### src/hw/rtl/itbd_pkg.sv
// Shared constants for the integer to base digits converter.
`default_nettype none
package itbd_pkg;

  localparam int DIGIT_BITS     = 4;
  localparam int COUNT_BITS     = 6;
  localparam int RADIX_BITS     = 4;
  localparam int STORE_DEPTH    = 64;
  localparam int ADDR_BITS      = 6;
  localparam int BITS_PER_STEP  = 8;
  localparam int IN_TDATA_BITS  = 64;
  localparam int OUT_TDATA_BITS = 16;
  localparam int CFG_ADDR_BITS  = 1;
  localparam int CFG_DATA_BITS  = 4;

  localparam logic [CFG_ADDR_BITS-1:0] REG_RADIX     = 1'd0;
  localparam logic [CFG_ADDR_BITS-1:0] REG_MSD_FIRST = 1'd1;

  localparam logic [RADIX_BITS-1:0] RADIX_RESET = 4'd10;
  localparam logic [RADIX_BITS-1:0] MIN_BASE    = 4'd2;
  localparam logic [RADIX_BITS-1:0] MAX_BASE    = 4'd10;

endpackage
`default_nettype wire

### src/hw/rtl/itbd_div.sv
// Iterative divider of a wide value by a small base, several quotient bits per cycle.
`default_nettype none
module itbd_div #(
  parameter int W = 63
) (
  input  wire logic                            clk,
  input  wire logic                            rst,
  input  wire logic                            start,
  input  wire logic [W-1:0]                    dividend,
  input  wire logic [itbd_pkg::RADIX_BITS-1:0] base,
  output logic                                 done,
  output logic [W-1:0]                         quotient,
  output logic [itbd_pkg::DIGIT_BITS-1:0]      rem
);
  import itbd_pkg::*;

  localparam int STEPS    = (W + BITS_PER_STEP - 1) / BITS_PER_STEP;
  localparam int NW       = STEPS * BITS_PER_STEP;
  localparam int CNT_BITS = $clog2(STEPS + 1);

  logic [NW-1:0]         num, num_next;
  logic [DIGIT_BITS-1:0] rem_q, rem_next;
  logic [CNT_BITS-1:0]   cnt;
  logic                  active;
  logic [DIGIT_BITS:0]   t;

  // long division, MSB first: BITS_PER_STEP shift/compare/subtract steps per cycle
  always_comb begin
    num_next = num;
    rem_next = rem_q;
    t        = '0;
    for (int k = 0; k < BITS_PER_STEP; k++) begin
      t        = {rem_next, num_next[NW-1]};
      num_next = {num_next[NW-2:0], 1'b0};
      if (t >= {1'b0, base}) begin
        t           = t - {1'b0, base};
        num_next[0] = 1'b1;
      end
      rem_next = t[DIGIT_BITS-1:0];
    end
  end

  always_ff @(posedge clk) begin
    if (rst) begin
      active <= 1'b0;
      done   <= 1'b0;
      cnt    <= '0;
    end else begin
      done <= 1'b0;
      if (start) begin
        active <= 1'b1;
        cnt    <= CNT_BITS'(STEPS);
      end else if (active) begin
        cnt <= cnt - 1'b1;
        if (cnt == CNT_BITS'(1)) begin
          active <= 1'b0;
          done   <= 1'b1;
        end
      end
    end
  end

  always_ff @(posedge clk) begin
    if (start) begin
      num   <= NW'(dividend);
      rem_q <= '0;
    end else if (active) begin
      num   <= num_next;
      rem_q <= rem_next;
    end
  end

  assign quotient = num[W-1:0];
  assign rem      = rem_q;

endmodule
`default_nettype wire

### src/hw/rtl/itbd_store.sv
// Digit memory: one write port, one registered read port.
`default_nettype none
module itbd_store (
  input  wire logic                            clk,
  input  wire logic                            we,
  input  wire logic [itbd_pkg::ADDR_BITS-1:0]  waddr,
  input  wire logic [itbd_pkg::DIGIT_BITS-1:0] wdata,
  input  wire logic                            re,
  input  wire logic [itbd_pkg::ADDR_BITS-1:0]  raddr,
  output logic [itbd_pkg::DIGIT_BITS-1:0]      rdata
);
  import itbd_pkg::*;

  logic [DIGIT_BITS-1:0] mem [STORE_DEPTH];

  always_ff @(posedge clk) begin
    if (we) begin
      mem[waddr] <= wdata;
    end
  end

  always_ff @(posedge clk) begin
    if (re) begin
      rdata <= mem[raddr];
    end
  end

endmodule
`default_nettype wire

### src/hw/rtl/integer_to_base_digits_top.sv
// Top level: converts a non-negative integer into its digits in base 2 to 10.
//
// Usage:
//   s_* channel: one beat per value, s_tdata[62:0] holds the integer (only the
//   low VALUE_BITS bits count). s_tready is high only while the block is idle.
//   m_* channel: one beat per digit; tdata = digit, place, digit_count; tlast
//   marks the final digit of a value. A zero value gives one beat: digit 0,
//   place 0, digit_count 0, tlast 1.
//   cfg_*: write radix (index 0, out-of-range values clamp to 2..10) and
//   msd_first (index 1: 0 = least significant first, 1 = most significant first).
// Timing:
//   A shared divider retires 8 quotient bits per cycle to yield each digit; the
//   digits then leave one by one through the digit memory's registered read
//   port, each read in S_READ and loaded in S_LOAD. No new value is taken
//   until the last digit of a value is loaded into the output register.
// Reset: synchronous, clears the sequencer, output valid and registers to
//   radix 10, least significant first.
// Stall: the output register holds its beat while m_tready is low and the
//   sequencer waits; the next value is taken while the last beat still waits.
`default_nettype none
module integer_to_base_digits_top #(
  parameter int VALUE_BITS = 63
) (
  input  wire logic                                clk,
  input  wire logic                                rst,
  input  wire logic                                s_tvalid,
  output logic                                     s_tready,
  input  wire logic [itbd_pkg::IN_TDATA_BITS-1:0]  s_tdata,  // [62:0] value
  output logic                                     m_tvalid,
  input  wire logic                                m_tready,
  output logic [itbd_pkg::OUT_TDATA_BITS-1:0]      m_tdata,  // [3:0] digit, [9:4] place,
                                                             // [15:10] digit_count
  output logic                                     m_tlast,
  input  wire logic                                cfg_we,
  input  wire logic [itbd_pkg::CFG_ADDR_BITS-1:0]  cfg_addr,
  input  wire logic [itbd_pkg::CFG_DATA_BITS-1:0]  cfg_wdata
);
  import itbd_pkg::*;

  typedef enum logic [3:0] {
    S_IDLE = 4'b0001,
    S_DIV  = 4'b0010,
    S_READ = 4'b0100,
    S_LOAD = 4'b1000
  } state_t;

  state_t state;

  // configuration
  logic [RADIX_BITS-1:0] radix;
  logic                  msd_first;
  logic [RADIX_BITS-1:0] base;

  always_ff @(posedge clk) begin
    if (rst) begin
      radix     <= RADIX_RESET;
      msd_first <= 1'b0;
    end else if (cfg_we) begin
      case (cfg_addr)
        REG_RADIX:     radix     <= cfg_wdata[RADIX_BITS-1:0];
        REG_MSD_FIRST: msd_first <= cfg_wdata[0];
        default: ;
      endcase
    end
  end

  assign base = (radix < MIN_BASE) ? MIN_BASE :
                (radix > MAX_BASE) ? MAX_BASE : radix;

  // input side
  logic [VALUE_BITS-1:0] in_value;
  logic                  in_accept;
  logic                  in_nonzero;

  assign s_tready   = (state == S_IDLE) && !rst;
  assign in_accept  = s_tvalid && s_tready;
  assign in_value   = s_tdata[VALUE_BITS-1:0];
  assign in_nonzero = |in_value;

  // shared divider
  logic                  div_start;
  logic                  div_done;
  logic [VALUE_BITS-1:0] quotient;
  logic [DIGIT_BITS-1:0] rem;
  logic                  quo_zero;

  assign quo_zero  = (quotient == '0);
  assign div_start = (in_accept && in_nonzero) ||
                     ((state == S_DIV) && div_done && !quo_zero);

  itbd_div #(
    .W (VALUE_BITS)
  ) u_div (
    .clk      (clk),
    .rst      (rst),
    .start    (div_start),
    .dividend (in_accept ? in_value : quotient),
    .base     (base),
    .done     (div_done),
    .quotient (quotient),
    .rem      (rem)
  );

  // digit memory
  logic [COUNT_BITS-1:0] count;     // digits found so far / digit count
  logic [COUNT_BITS-1:0] idx;       // emit index
  logic [ADDR_BITS-1:0]  plc_calc;
  logic [ADDR_BITS-1:0]  plc_r;
  logic                  last_r;
  logic                  zero_val;
  logic [DIGIT_BITS-1:0] rd_digit;
  logic                  st_we;
  logic                  st_re;
  logic                  out_free;

  assign st_we    = (state == S_DIV) && div_done;
  assign st_re    = (state == S_READ);
  assign plc_calc = msd_first ? ADDR_BITS'(count - 6'd1 - idx) : ADDR_BITS'(idx);
  assign out_free = !m_tvalid || m_tready;

  itbd_store u_store (
    .clk   (clk),
    .we    (st_we),
    .waddr (ADDR_BITS'(count)),
    .wdata (rem),
    .re    (st_re),
    .raddr (plc_calc),
    .rdata (rd_digit)
  );

  // sequencer
  always_ff @(posedge clk) begin
    if (rst) begin
      state    <= S_IDLE;
      count    <= '0;
      idx      <= '0;
      zero_val <= 1'b0;
      plc_r    <= '0;
      last_r   <= 1'b0;
    end else begin
      case (state)
        S_IDLE: begin
          if (in_accept) begin
            count <= '0;
            idx   <= '0;
            if (in_nonzero) begin
              zero_val <= 1'b0;
              state    <= S_DIV;
            end else begin
              // zero: single beat, no division
              zero_val <= 1'b1;
              plc_r    <= '0;
              last_r   <= 1'b1;
              state    <= S_LOAD;
            end
          end
        end
        S_DIV: begin
          if (div_done) begin
            count <= count + 1'b1;
            if (quo_zero) begin
              state <= S_READ;
            end
          end
        end
        S_READ: begin
          plc_r  <= plc_calc;
          last_r <= (idx == count - 6'd1);
          state  <= S_LOAD;
        end
        S_LOAD: begin
          if (out_free) begin
            if (last_r) begin
              state <= S_IDLE;
            end else begin
              idx   <= idx + 1'b1;
              state <= S_READ;
            end
          end
        end
        default: state <= S_IDLE;
      endcase
    end
  end

  // output register
  logic                  load;
  logic [DIGIT_BITS-1:0] o_digit;
  logic [COUNT_BITS-1:0] o_place;
  logic [COUNT_BITS-1:0] o_count;

  assign load = (state == S_LOAD) && out_free;

  always_ff @(posedge clk) begin
    if (rst) begin
      m_tvalid <= 1'b0;
    end else if (load) begin
      m_tvalid <= 1'b1;
    end else if (m_tready) begin
      m_tvalid <= 1'b0;
    end
  end

  always_ff @(posedge clk) begin
    if (load) begin
      o_digit <= zero_val ? '0 : rd_digit;
      o_place <= COUNT_BITS'(plc_r);
      o_count <= count;
      m_tlast <= last_r;
    end
  end

  assign m_tdata = {o_count, o_place, o_digit};

endmodule
`default_nettype wire

### config.mk
export PLATFORM = sky130hd
export DESIGN_NAME = integer_to_base_digits_top
export DESIGN_NICKNAME = d
export VERILOG_FILES = /design/src/hw/rtl/itbd_pkg.sv /design/src/hw/rtl/itbd_div.sv /design/src/hw/rtl/itbd_store.sv /design/src/hw/rtl/integer_to_base_digits_top.sv
export SDC_FILE = /design/constraint.sdc
export NUM_CORES = 1
export LEC_CHECK = 0
export BUFFER_PORTS_ARGS = -buffer_cell sky130_fd_sc_hd__clkbuf_2
export CAP_MARGIN = 15
export CORE_ASPECT_RATIO = 1.5
export CORE_MARGIN = 2
export CORE_UTILIZATION = 50
export CTS_BUF_LIST = sky130_fd_sc_hd__clkbuf_8
export DETAILED_ROUTE_END_ITERATION = 10
export PLACE_DENSITY_LB_ADDON = 0.08
export SYNTH_ARGS = -nofsm -noshare
export SYNTH_HDL_FRONTEND = slang
export SYNTH_SLANG_ARGS = --single-unit
### constraint.sdc
create_clock -name clk -period 18.15 [get_ports clk]
set_clock_uncertainty 0.1 [all_clocks]
set_input_delay 1.815 -clock clk [delete_from_list [all_inputs] [get_ports clk]]
set_output_delay 1.815 -clock clk [all_outputs]
set_load 0.02 [all_outputs]
After elaboration in Yosys (flattened, before gate mapping):

Memories as Yosys holds them, arrays and structs flattened. A register that Yosys moved wholly into a read port is not among the register bits.
Cells that the tools add are included.

* memories: 1
* input bits: 74
* bits in registers: 121
* RAM bits: 256

* bitwise logic cells: 2
* reduce and logical (&&, ||, !) cells: 28
* $add $sub $neg: 13
* muxes and demuxes: 52
* equality and inequality tests: 13
* magnitude comparators: 10

Memories
* u_store.mem: words 64, bits a word 4, rd ports 1, clocked after Yosys merged registers in 1, write ports 1, RTL line itbd_store.sv:14 `logic [DIGIT_BITS-1:0] mem [STORE_DEPTH];`

Operators with widths (number)
* 63-bit 2-to-1 mux: 3
* 4-bit 2-to-1 mux: 17
* 63-bit logical NOT: 1
* 63-bit OR reduction: 1
* 6-bit 2-to-1 mux: 7
* 5-bit by 4-bit greater-or-equal comparator with 1-bit output: 8
* 6-bit case mux with 2 select lines: 3
* 4-bit subtractor: 8
* 1-bit 2-to-1 mux: 19
* 4-bit case mux with 4 select lines: 1
* 6-bit by 1-bit adder with 6-bit output (second input constant): 2
* 2-bit inequality test (second input constant): 6
* 2-bit nonzero test: 5
* 4-bit by 1-bit equality test with 1-bit output (second input constant): 2
* 2-bit AND reduction: 4
* 4-bit AND reduction: 2
* 6-bit equality test: 1
* 1-bit logical AND: 6
* 3-bit AND reduction: 2
* 6-bit by 1-bit subtractor with 6-bit output (second input constant): 1
* 6-bit subtractor: 1
* 4-bit by 2-bit equality test with 1-bit output (second input constant): 1
* 4-bit by 3-bit equality test with 1-bit output (second input constant): 1
* 4-bit equality test (second input constant): 1
* 11 further kinds: 15

Depth between registers and ports, before layout:

* word-level depth: 21
* gate-level depth with buffers: 68
* mapped depth without buffers: 67

Cells and area by module:

Synthesis repeated with hierarchy kept, for this count alone.

* cell total of the unflattened synthesis: 1473
* area, all modules: 19202.2 sq um

By module, submodules not included
* itbd_store: times used 1, seq. area each 7807.5 sq um, area each 10447.5 sq um, cells an instance 521
* itbd_div: times used 1, seq. area each 2112.0 sq um, area each 5491.5 sq um, cells an instance 482
* integer_to_base_digits_top: times used 1, seq. area each 1111.1 sq um, area each 3263.1 sq um, cells an instance 470

Worst setup path before layout:

Ideal clock, no wire load.

* path kind: register -> register
* start: reg u_div.rem_q[0] (netlist: u_div.rem[0])
* end: reg u_div.rem_q[1] (netlist: u_div.rem[1])
* stages on the path, launching flop included: 60
* period minus slack after synthesis: 12.181 ns
* library setup time: 0.140 ns
* setup slack: 5.969 ns
* path buffers: 0
* arrival: 11.941 ns
* path through: dfxtp_1 -> ha_1 -> a2111oi_4 -> nor2_2 -> o21a_1 -> ha_1 -> a211oi_1 -> o221a_2 -> nand3_1 -> a21oi_1 -> ha_1 -> a21oi_1 -> o21ai_0 -> a21oi_1 -> nand3_1 -> mux2_2 -> inv_1 -> ha_1 -> [24 not listed] -> ha_1 -> o21ai_0 -> nand2b_1 -> a21o_1 -> a21oi_1 -> inv_1 -> a211oi_2 -> mux2i_2 -> mux2i_1 -> ha_1 -> o21ai_0 -> nand2b_1 -> a21o_1 -> a21oi_1 -> o21ai_1 -> a221oi_4 -> mux2i_1 -> a211oi_1

* cells in the longest elaborated chain, start to end: 16
* elaborated cells on any way between the ends: 24
* classes of those cells: add/sub (8); order compare (8); mux (8)

RTL lines
* start: declaration: RTL line itbd_div.sv:22 `logic [DIGIT_BITS-1:0] rem_q, rem_next;`
* start signal: assignment: RTL line itbd_div.sv:69 `rem_q <= rem_next;`
* 4-bit subtractor / 5-bit by 4-bit greater-or-equal comparator with 1-bit output (equally long branches): RTL line itbd_div.sv:36, itbd_div.sv:35
* 4-bit 2-to-1 mux *: RTL line itbd_div.sv:35 `if (t >= {1'b0, base}) begin`
* 4-bit subtractor / 5-bit by 4-bit greater-or-equal comparator with 1-bit output (equally long branches): RTL line itbd_div.sv:36, itbd_div.sv:35
* 4-bit 2-to-1 mux *: RTL line itbd_div.sv:35
* 4-bit subtractor / 5-bit by 4-bit greater-or-equal comparator with 1-bit output (equally long branches): RTL line itbd_div.sv:36, itbd_div.sv:35
* 4-bit 2-to-1 mux *: RTL line itbd_div.sv:35
* 5-bit by 4-bit greater-or-equal comparator with 1-bit output / 4-bit subtractor (equally long branches): RTL line itbd_div.sv:35, itbd_div.sv:36
* 4-bit 2-to-1 mux *: RTL line itbd_div.sv:35
* 4-bit subtractor / 5-bit by 4-bit greater-or-equal comparator with 1-bit output (equally long branches): RTL line itbd_div.sv:36, itbd_div.sv:35
* 4-bit 2-to-1 mux *: RTL line itbd_div.sv:35
* 4-bit subtractor / 5-bit by 4-bit greater-or-equal comparator with 1-bit output (equally long branches): RTL line itbd_div.sv:36, itbd_div.sv:35
* 4-bit 2-to-1 mux *: RTL line itbd_div.sv:35
* 5-bit by 4-bit greater-or-equal comparator with 1-bit output / 4-bit subtractor (equally long branches): RTL line itbd_div.sv:35, itbd_div.sv:36
* 4-bit 2-to-1 mux *: RTL line itbd_div.sv:35
* 4-bit subtractor / 5-bit by 4-bit greater-or-equal comparator with 1-bit output (equally long branches): RTL line itbd_div.sv:36, itbd_div.sv:35
* 4-bit 2-to-1 mux *: RTL line itbd_div.sv:35

Every way passes the cells marked *; elsewhere a longest branch is shown, timed or not.
A chain may end at the register's enable or synchronous reset.

Worst setup path after layout:

* start: reg radix[3]
* end: reg u_div.rem_q[3] (netlist: u_div.rem[3])

* cells in the longest elaborated chain, start to end: 19
* elaborated cells on any way between the ends: 28
* classes of those cells: add/sub (8); order compare (10); mux (10)

RTL lines
* start: declaration: RTL line integer_to_base_digits_top.sv:50 `logic [RADIX_BITS-1:0] radix;`
* start signal: assignment: RTL line integer_to_base_digits_top.sv:60 `REG_RADIX: radix <= cfg_wdata[RADIX_BITS-1:0];`
* 4-bit greater-than comparator: RTL line integer_to_base_digits_top.sv:68 `(radix > MAX_BASE) ? MAX_BASE : radix;`
* 4-bit 2-to-1 mux: RTL line integer_to_base_digits_top.sv:68
* 4-bit 2-to-1 mux *: RTL line integer_to_base_digits_top.sv:67 `assign base = (radix < MIN_BASE) ? MIN_BASE :`
* 4-bit subtractor / 5-bit by 4-bit greater-or-equal comparator with 1-bit output (equally long branches): RTL line itbd_div.sv:36, itbd_div.sv:35
* 4-bit 2-to-1 mux: RTL line itbd_div.sv:35
* 4-bit subtractor / 5-bit by 4-bit greater-or-equal comparator with 1-bit output (equally long branches): RTL line itbd_div.sv:36, itbd_div.sv:35
* 4-bit 2-to-1 mux: RTL line itbd_div.sv:35
* 4-bit subtractor / 5-bit by 4-bit greater-or-equal comparator with 1-bit output (equally long branches): RTL line itbd_div.sv:36, itbd_div.sv:35
* [3 not listed]
* 5-bit by 4-bit greater-or-equal comparator with 1-bit output / 4-bit subtractor (equally long branches): RTL line itbd_div.sv:35, itbd_div.sv:36
* 4-bit 2-to-1 mux: RTL line itbd_div.sv:35
* 4-bit subtractor / 5-bit by 4-bit greater-or-equal comparator with 1-bit output (equally long branches): RTL line itbd_div.sv:36, itbd_div.sv:35
* 4-bit 2-to-1 mux: RTL line itbd_div.sv:35
* 4-bit subtractor / 5-bit by 4-bit greater-or-equal comparator with 1-bit output (equally long branches): RTL line itbd_div.sv:36, itbd_div.sv:35
* 4-bit 2-to-1 mux: RTL line itbd_div.sv:35
* 4-bit subtractor / 5-bit by 4-bit greater-or-equal comparator with 1-bit output (equally long branches): RTL line itbd_div.sv:36, itbd_div.sv:35
* 4-bit 2-to-1 mux *: RTL line itbd_div.sv:35

Marks and branches as above.

==> impl_metrics.yaml <==
outcome:
  status: "complete, no violations"
synth:
  synth_fa_ha_area_share_pct: 4.01
  yosys.area_share.simple_pct: 8.88
  synthArstFlopShare_pct: 0
  synth_top_area_share_pct: 58.1
  synth-seq-cells: 381
  ys_dominant_reg_cell: "edfxtp_1"
  synth_xor_area_share_pct: 1.74
  avgSynthCellArea_sq_um: 14.8
  yosys_warnings: 0
  synth_compound_area_share_pct: 6.36
  synthTopCellsByArea: "edfxtp_1 58%, mux4_2 8.2%, dfxtp_1 4.7%"
  synth_top_family_by_area: "multiplexers"
  synth-edff-count: 340
  netlist_instances: 1189
  synth-seq-area-share_pct: 62.8
  synth_area_sq_um: 17600
  synth_mux_area_share_pct: 14.2
  yosys.area.top_type: "edfxtp_1"
  synth_cell_type_count: 75
  syn_nets: 1314
layout:
  area.growth.synth_to_final_pct: 12.6
  drive_gt1_share_pct: 26.2
  finalNetCount: 1430
  layout_common_cells: "340 x edfxtp_1, 114 x nor2_1, 91 x clkbuf_2"
  final_common_cell: "edfxtp_1"
global_route:
  grt_pass1_vias: 10834
  grt_pass1_wl_microns: 60700
  gr-total-overflow: 0
  grt_max_degree: 84
  grt_use_total_pct: 22.2
  antenna_found_initial: 1
setup_path:
  cpMostUsedCell: "a21oi_1"
  cp.arrival_ns: 14.92
  required_ns: 18.47
  path_class: "flip-flop to flip-flop"
  end_kind: "flip-flop"
  crit_fanout: 8
  worst_path_max_delay_cell: "mux2i_1"
  crit_path_start_kind: "flip-flop"
  regToRegStartpoint: "radix[3]"
  startpoint: "radix[3]"
  max_stage_delay_ns: 0.55
cts:
  cts.repair.resized: 0
  clk_path_buf_depth: 3
  cts_buffers: 56
  clk_latency_ns: 0.62
  cts_sinks: 381
  cts_tree: "yes"
  h-tree-depth: 2
  cts_setup_buffers: 0
  clk_pin_slew_ns: 0.07
  root_buffer: "clkbuf_8"
  cts_hold_buf: 0
detailed_routing:
  maxUsedRoutingLayer: "met4"
  drtAntennaViolNets: 0
  wl_met1_microns: 14600
  drcViolationCount: 0
  dr.pass1.iters: 5
  route.met2.wl_microns: 21600
  vias: 10297
  wl_met3_microns: 1840
  viasPerCell: 5.64
  totalWireLength_microns: 39500
  drt-initial-drc-count: 542
  wl_per_cell_microns: 21.6
sta:
  fin_crit_ns: 14.60
  rsz0062_at_grt: "no"
  timing.fmax_mhz: 68.5
  setup_violations: 0
  slew_headroom_pct: 30.2
  tightest_slew_ns: 1.04
  fin_crit_sh_pct: 80.5
  fin_setup_tns_ns: 0
  slew_viol_final: 0
  hold_viol_final: 0
floorplanning:
  core_area_sq_um: 34900
  fp.dieW_microns: 157
  ioPinCount: 93
  die_h_microns: 234
  start_util_pct: 50.4
  row_count: 84
  fp.dieArea_sq_um: 36700
min_path:
  min-delay-start: "plc_r[1]"
  hold_class: "flip-flop to flip-flop"
placement:
  numPortBuffers: 91
  dpl.hpwl_microns: 26900
  gp_congestion: 0.820
flow_run:
  cap_violations: 0
[cell families (layout without fill, tap and decap cells)]
| logic type | Yosys count | count (layout) |
|---|---|---|
| mux | 161 | 161 |
| simple gates | 310 | 310 |
| fa+ha+maj | 51 | 51 |
| compound gates | 158 | 158 |
| buf+inv | 93 | 256 |
| other cells | 0 | 1 |
| xor+xnor | 35 | 35 |
| flops | 381 | 381 |
[worst paths after layout]
kind | depth (start not counted) | slack (ns) | to
setup / recovery | 60 | 3.55 | u_div.rem[3]
hold / removal | 0 | 0.34 | o_place[1]
setup reg to reg | 60 | 3.55 | u_div.rem[3]
hold reg to reg | 0 | 0.34 | o_place[1]
[metal layers]
metal / GRT usage (%) / up-vias
li1: - / 4861
met1: 24.8 / 5095
met2: 41.8 / 259
met3: 3.78 / 82
met4: 8.69 / 0
met5: 0 / -
[critical path, delay by kind of cell (launching register included)]
family / cells / cell delay [ns]
simple gates: 14 / 2.87
fa+ha+maj: 8 / 2.64
mux: 4 / 1.62
flops: 1 / 0.33
compound gates: 32 / 6.64
buf+inv: 2 / 0.22
[per-stage QoR]
step	util [%]	worst slack (ns)	area, sq um	hold WS, ns	cells
global route	56.7	2.31	19800	0.353	1826
floorplan	-	5.97	17600	0.306	1189
CTS	56.7	3.43	19800	0.334	1825
finish	56.7	3.55	19800	0.335	1826
detailed placement	53.4	3.51	18600	0.327	1720
global placement	53.4	3.57	18600	0.318	1720
[Yosys cell counts (5+ instances only)]
cell type / number
edfxtp_1: 340
nor2_1: 114
mux4_2: 64
mux2_2: 63
nand2_1: 51
a21oi_1: 44
inv_1: 44
clkbuf_1: 42
ha_1: 42
dfxtp_1: 41
nor4_1: 34
mux2i_1: 32
nor2b_1: 29
a211oi_1: 27
o21ai_0: 26
xnor2_1: 18
xor2_1: 17
nand4_1: 14
nand3_1: 13
nand2b_1: 12
a21o_1: 11
fa_1: 9
or3_1: 7
buf_1: 6
a31oi_1: 5
nor3_1: 5
o211ai_1: 5
or2_2: 5
[flip-flops by register name, indices dropped and copies added (netlist names)]
| name | count |
|---|---|
| o_count | 6 |
| zero_val | 1 |
| u_div.num | 64 |
| idx | 6 |
| plc_r | 6 |
| u_store.mem | 256 |
| u_div.rem | 4 |
| state | 4 |
| radix | 4 |
| m_tvalid | 1 |
| u_div.active | 1 |
| last_r | 1 |
| m_tlast | 1 |
| u_store.rdata | 4 |
| msd_first | 1 |
| o_digit | 4 |
| o_place | 6 |
| u_div.cnt | 4 |
| count | 6 |
| u_div.done | 1 |
[layout make-up]
class	count	area (sq um)
antenna	1	2.50
clock buffer	68	936
clock inverter	37	245
fill	2924	15100
inverter	44	165
multi-input combinational	715	6250
sequential	381	11000
tap	473	592
timing repair buffer	107	576
Power is left out: the tool's default activity adds up to more than one toggle a clock period on the data nets, which glitch-free logic cannot reach.
